$ cat src/rtl/assert_macros.svh
// assertion helper macros for the block allocator
`ifndef ASSERT_MACROS_SVH
`define ASSERT_MACROS_SVH
`ifndef SYNTH
`define BBA_ASSERT(lbl, cond, msg) \
  lbl: assert property (@(posedge clk) disable iff (!rst_n) (cond)) else $error(msg);
`define BBA_ASSERT_NEXT(lbl, pre, post, msg) \
  lbl: assert property (@(posedge clk) disable iff (!rst_n) (pre) |=> (post)) else $error(msg);
`else
`define BBA_ASSERT(lbl, cond, msg)
`define BBA_ASSERT_NEXT(lbl, pre, post, msg)
`endif
`endif

$ cat src/rtl/bba_ram.sv
// generic simple dual-port ram with registered read
`timescale 1ns / 1ps
module bba_ram #(
  parameter int WIDTH = 32,
  parameter int DEPTH = 128
) (
  input  logic                     clk,
  input  logic                     we,
  input  logic [$clog2(DEPTH)-1:0] waddr,
  input  logic [WIDTH-1:0]         wdata,
  input  logic [$clog2(DEPTH)-1:0] raddr,
  output logic [WIDTH-1:0]         rdata
);
  logic [WIDTH-1:0] mem [DEPTH];
  logic [WIDTH-1:0] rdata_r;

  always_ff @(posedge clk) begin
    if (we) begin
      mem[waddr] <= wdata;
    end
    rdata_r <= mem[raddr];
  end

  assign rdata = rdata_r;
endmodule

$ cat config.mk
export PLATFORM = sky130hd
export DESIGN_NAME = bba_ram
export DESIGN_NICKNAME = d
export VERILOG_FILES = /design/src/rtl/assert_macros.svh /design/src/rtl/bba_ram.sv
export SDC_FILE = /design/constraint.sdc
export NUM_CORES = 2
export LEC_CHECK = 0
export BUFFER_PORTS_ARGS = -buffer_cell sky130_fd_sc_hd__buf_2
export CORE_ASPECT_RATIO = 1.5
export CORE_MARGIN = 2
export CORE_UTILIZATION = 32
export DETAILED_ROUTE_END_ITERATION = 6
export GPL_ROUTABILITY_DRIVEN = 0
export SYNTH_ARGS = -nofsm -noshare
export SYNTH_HDL_FRONTEND = slang
export SYNTH_SLANG_ARGS = --single-unit
$ cat constraint.sdc
create_clock -name clk -period 7.2 [get_ports clk]
set_input_delay 0.36 -clock clk [delete_from_list [all_inputs] [get_ports clk]]
set_output_delay 0.36 -clock clk [all_outputs]
set_load 0.01 [all_outputs]
**Word level (Yosys, flattened, before mapping)**

Memories as Yosys holds them, arrays and structs flattened. A register that Yosys moved wholly into a read port is not among the register bits.
Cells that the tools add are included.

- Flip-flop bits (word level): 0
- RAM bits: 4,096
- Bits of input ports: 48
- Output and inout bits: 32
- Memories kept: 1

Memories:

| name | words | width | read ports | clocked after memory_dff | wr ports | RTL line | RTL |
|---|---|---|---|---|---|---|---|
| mem | 128 | 32 | 1 | 1 | 1 | bba_ram.sv:14 | `logic [WIDTH-1:0] mem [DEPTH];` |

- Muxes and demuxes: 2

Operators with widths:

| cell | count |
|---|---|
| $mux 1 | 2 |

**Longest topological paths before layout**

- Depth in word-level cells: 2
- Depth in mapped cells: 8
- Mapped depth without buffers: 4

**Worst setup path after synthesis**

OpenSTA, ideal clock, no wires.

- Path type: input port to flip-flop
- Start: in we
- End: mem mem[98][0], enable pin
- Setup time: 0.461 ns
- Arrival: 3.138 ns
- Path slack: 3.601 ns
- Stages: 3
- Path buffers: 1
- Cell sequence: clkbuf_1 nand4_1 nor3_1

- Cells in the longest elaborated chain, start to end: 2

RTL lines:

| what | RTL line | RTL |
|---|---|---|
| from (decl) | bba_ram.sv:8 | `input logic we,` |
| $mux 1 | bba_ram.sv:18 | `if (we) begin` |
| $mux 1 (not written as such) | bba_ram.sv:19 | `mem[waddr] <= wdata;` |
| to (decl) | bba_ram.sv:14 |  |

Every way passes these cells.

==> impl_results.html <==
<table>
<tr><th>Metric</th><th>Value</th></tr>
<tr><th colspan="2">Yosys</th></tr>
<tr><td>Leading cell type by number of instances after synthesis</td><td>edfxtp_1</td></tr>
<tr><td>Synthesized-area fraction occupied by ao, oa, aoi and oai cells</td><td>0%</td></tr>
<tr><td>Number of unique standard cell types used by synthesis</td><td>17</td></tr>
<tr><td>Post-synthesis share of cell area spent on xor and xnor gates</td><td>0%</td></tr>
<tr><td>Ys async rst share</td><td>0%</td></tr>
<tr><td>Gate Count Post-Synth</td><td>5990</td></tr>
<tr><td>Library cell occupying the most area in the post-synthesis netlist</td><td>edfxtp_1</td></tr>
<tr><td>Seq cells post-synth</td><td>between 4k and 5k</td></tr>
<tr><td>Number of synthesized flops with an enable pin</td><td>about 4.1k</td></tr>
<tr><td>Cell types with the largest area share after synthesis</td><td>edfxtp_1 79%, mux4_2 19%, clkbuf_1 0.44%, dfxtp_1 0.41%, nor2_1 0.29%</td></tr>
<tr><td>Syn. warnings</td><td>0</td></tr>
<tr><td>Area of the mapped netlist</td><td>156000 sq um</td></tr>
<tr><td>Adder-cell share of the synthesized area</td><td>0%</td></tr>
<tr><td>Synthesized area per cell</td><td>roughly 26 sq um</td></tr>
<tr><td>Mapped Nets</td><td>approximately 6.0k</td></tr>
<tr><td>Area share of and/or/nand/nor cells after synthesis</td><td>0.446%</td></tr>
<tr><td>Top flip-flop cell by instance count after synthesis</td><td>edfxtp_1</td></tr>
<tr><td>Seq/Total Area, Yosys</td><td>79.1%</td></tr>
<tr><td>Area share of the largest cell type after synthesis</td><td>78.7%</td></tr>
<tr><td>Leading cell types by count after synthesis</td><td>4096 x edfxtp_1, 1344 x mux4_2, 182 x clkbuf_1, 122 x nor2_1, 79 x buf_2</td></tr>
<tr><td>Mux cell area share after synthesis</td><td>19.6%</td></tr>
<tr><td>Dominant combinational cell family by area after synthesis</td><td>multiplexers</td></tr>
<tr><th colspan="2">GRT</th></tr>
<tr><td>Number of global-route vias before repair</td><td>between 70k and 80k</td></tr>
<tr><td>Global-route wire length before repair</td><td>616000 um</td></tr>
<tr><td>GRT overflow</td><td>0</td></tr>
<tr><td>Number of antenna violations at the first check in global routing</td><td>87</td></tr>
<tr><td>Pin count of the biggest net entering global routing</td><td>105</td></tr>
<tr><td>Overall routing resource usage</td><td>a little under a fifth</td></tr>
<tr><th colspan="2">Clock tree</th></tr>
<tr><td>H-Tree Depth</td><td>5</td></tr>
<tr><td>Cts bufs inserted</td><td>approximately 350</td></tr>
<tr><td>CTS tree</td><td>done</td></tr>
<tr><td>Max clock buf depth</td><td>4</td></tr>
<tr><td>Clock-pin slew of the registers on the worst-case setup and hold paths</td><td>0.07 ns</td></tr>
<tr><td>Buffer cell driving the clock tree root</td><td>clkbuf_16</td></tr>
<tr><td>Clock insertion delay at the later pin of the skew report</td><td>0.96 ns</td></tr>
<tr><td>CTS sink count</td><td>just over 4k</td></tr>
<tr><td>Number of post-CTS setup repair buffers</td><td>0</td></tr>
<tr><th colspan="2">Power</th></tr>
<tr><td>Switching share of power</td><td>between 20% and 30%</td></tr>
<tr><td>Highest ir drop seen on vdd</td><td>between 0.15 and 0.2 mV</td></tr>
<tr><td>P_leak</td><td>53.2 nW</td></tr>
<tr><td>Portion of total power attributed to the clock network</td><td>between 30% and 40%</td></tr>
<tr><td>Internal power of the cells</td><td>38.1 mW</td></tr>
<tr><td>Power Total</td><td>around 50 mW</td></tr>
<tr><td>Power per standard cell area</td><td>271 nW/um^2</td></tr>
<tr><td>Comb pwr share</td><td>5.5%</td></tr>
<tr><td>Switching power</td><td>10.5 mW</td></tr>
<tr><td>Power share of the sequential group</td><td>54.9%</td></tr>
<tr><th colspan="2">Timing</th></tr>
<tr><td>Setup WS post-layout</td><td>3.90 ns</td></tr>
<tr><td>Finish-stage setup viols</td><td>0</td></tr>
<tr><td>Slew of the pin with the lowest slew margin</td><td>approximately 1.2 ns</td></tr>
<tr><td>Min Clock Period, post-route</td><td>between 3 and 4 ns</td></tr>
<tr><td>Fmax</td><td>~0.30 GHz</td></tr>
<tr><td>Worst relative slew slack</td><td>between 10% and 20%</td></tr>
<tr><td>Number of pins with negative max-slew slack in the final report</td><td>0</td></tr>
<tr><td>Crit share post-route</td><td>45.9%</td></tr>
<tr><td>Setup repair after global routing missed its margin</td><td>false</td></tr>
<tr><td>Final TNS setup</td><td>0 ns</td></tr>
<tr><td>Count of final hold-check violations</td><td>0</td></tr>
<tr><td>Final clock skew</td><td>a little over 0.08 ns</td></tr>
<tr><th colspan="2">Floorplanning</th></tr>
<tr><td>Height of the die</td><td>860 um</td></tr>
<tr><td>Starting density of the core</td><td>32.1%</td></tr>
<tr><td>Die Span X</td><td>575 um</td></tr>
<tr><td>Die area</td><td>494000 sq um</td></tr>
<tr><td>Standard cell core area</td><td>487000 sq um</td></tr>
<tr><td>I/O pin cnt</td><td>80</td></tr>
<tr><td>Total number of placement rows</td><td>around 310</td></tr>
<tr><th colspan="2">Routing</th></tr>
<tr><td>Post-detailed-routing wire length</td><td>452000 um</td></tr>
<tr><td>Number of vias after detailed routing</td><td>around 70k</td></tr>
<tr><td>Post-route ant nets</td><td>0</td></tr>
<tr><td>DRC viols</td><td>0</td></tr>
<tr><td>Vias per inst</td><td>5.29</td></tr>
<tr><td>Iteration-0 DRC Markers</td><td>9621</td></tr>
<tr><td>Length of the first detailed-routing pass in iterations</td><td>5</td></tr>
<tr><td>DR WL/cell</td><td>33.6 um</td></tr>
<tr><th colspan="2">Finish</th></tr>
<tr><td>Layout area overhead</td><td>14.6%</td></tr>
<tr><td>Proportion of layout cells with a drive suffix above 1</td><td>34.9%</td></tr>
<tr><td>Number of fill cells</td><td>between 40k and 50k</td></tr>
<tr><td>Post-layout instance area</td><td>between 150000 and 200000 sq um</td></tr>
<tr><td>Net count of the finished layout</td><td>6413</td></tr>
<tr><th colspan="2">Critical path</th></tr>
<tr><td>Capturing element type of the critical path</td><td>register</td></tr>
<tr><td>Worst-path maximum fanout</td><td>79</td></tr>
<tr><td>Data required time at the worst endpoint</td><td>7.98 ns</td></tr>
<tr><td>Critical path startpoint category</td><td>input pin</td></tr>
<tr><td>Worst setup path class</td><td>in -&gt; reg</td></tr>
<tr><td>CP arrival</td><td>approximately 4 ns</td></tr>
<tr><th colspan="2">Outcome</th></tr>
<tr><td>Status</td><td>finished, final reports clean</td></tr>
<tr><th colspan="2">Place</th></tr>
<tr><td>Buffers on Ports</td><td>79</td></tr>
<tr><td>Detailed placement HPWL</td><td>between 200000 and 300000 um</td></tr>
<tr><td>Setup WS pre-CTS</td><td>2.92 ns</td></tr>
<tr><td>Placed instance area</td><td>167000 sq um</td></tr>
<tr><th colspan="2">Job</th></tr>
<tr><td>Max-cap violations</td><td>0</td></tr>
<tr><th colspan="2">Min path</th></tr>
<tr><td>Hold WC Path Type</td><td>in -&gt; reg</td></tr>
</table>
-- stage by stage --
stage               cells  hold WS (ns)  util [%]
global placement    12461         0.777      34.2
detailed placement  12461         0.779      34.2
finish              13447        0.0840      36.8
CTS                 13123       0.00676      36.6
floorplan            5990         0.459         -
global route        13423        0.0748      36.8
-- worst paths after layout --
path,startpoint,endpoint,slack (ns),cells after the start
worst max-delay path,raddr[0],rdata[11]$_DFF_P_,3.90,6
worst min register to register,mem[85][3]$_DFFE_PP_,rdata[3]$_DFF_P_,1.14,4
worst min-delay path,wdata[6],mem[111][6]$_DFFE_PP_,0.08,1
worst max register to register,mem[117][11]$_DFFE_PP_,rdata[11]$_DFF_P_,4.41,4
-- state kept, by name, summed over array words and instances, names as in the netlist --
register,flops
mem,4096
rdata,32
-- repair_timing --
| item | CTS | global route |
|---|---|---|
| hold endpoints to repair | 1087 | 0 |
| hold buffers | 29 | 0 |
| resized for setup | 0 | 0 |
-- cells by family after synthesis --
family	Yosys count
DFF	4128
muxes	1376
and+or+nand+nor	170
buffers and inverters	316
-- layout make-up --
type,instances,area [sq um],area share [%]
antenna,324,811,0.453
tap,6478,8110,4.53
clock inverter,192,1980,1.10
timing repair buffer,338,2860,1.60
sequential,4128,124000,69.0
clock buffer,441,9380,5.24
multi-input combinational,1546,32300,18.0
-- routing by layer --
layer  vias to the layer above  GRT usage, %  share of wire [%]
li1                      27377             -                  -
met1                     39858          20.6                 35
met2                      3167          32.1                 52
met3                       681          2.25                6.4
met4                        20          11.7                6.6
met5                         -             0              0.029
-- power by group through the flow --
stage	sequential (mW)	combinational, mW	clock [mW]
finish	26.6	2.69	19.2
global route	26.6	2.77	20.3
detailed placement	27.2	2.70	0
global placement	27.2	2.66	0
CTS	26.6	2.72	19.5
floorplan	27.1	1.28	0
-- worst max-delay path: stages --
cell    delay (ns)
buf_12        0.43
buf_12        0.55
mux4_2        0.59
mux4_2        0.63
mux4_2        0.77
mux2_2        0.40
-- cell usage in the layout, fill, tap and decap left out, types with 4 or more instances in the layout --
master and instances:
clkinvlp_4 19, clkinv_2 50, nor3_2 9, mux2_2 32, inv_6 7, clkbuf_8 11, dlygate4sd3_1 29, clkinv_4 12
buf_12 26, nor2_4 119, dfxtp_1 32, buf_2 41, clkinv_1 63, buf_4 238, nor2b_1 7, diode_2 324
mux4_2 1344, clkbuf_1 72, nand2_1 11, nand3_1 8, bufinv_16 37, edfxtp_1 4096, clkbuf_16 358, nand3_2 4
Power figures use the tool's default switching activity.
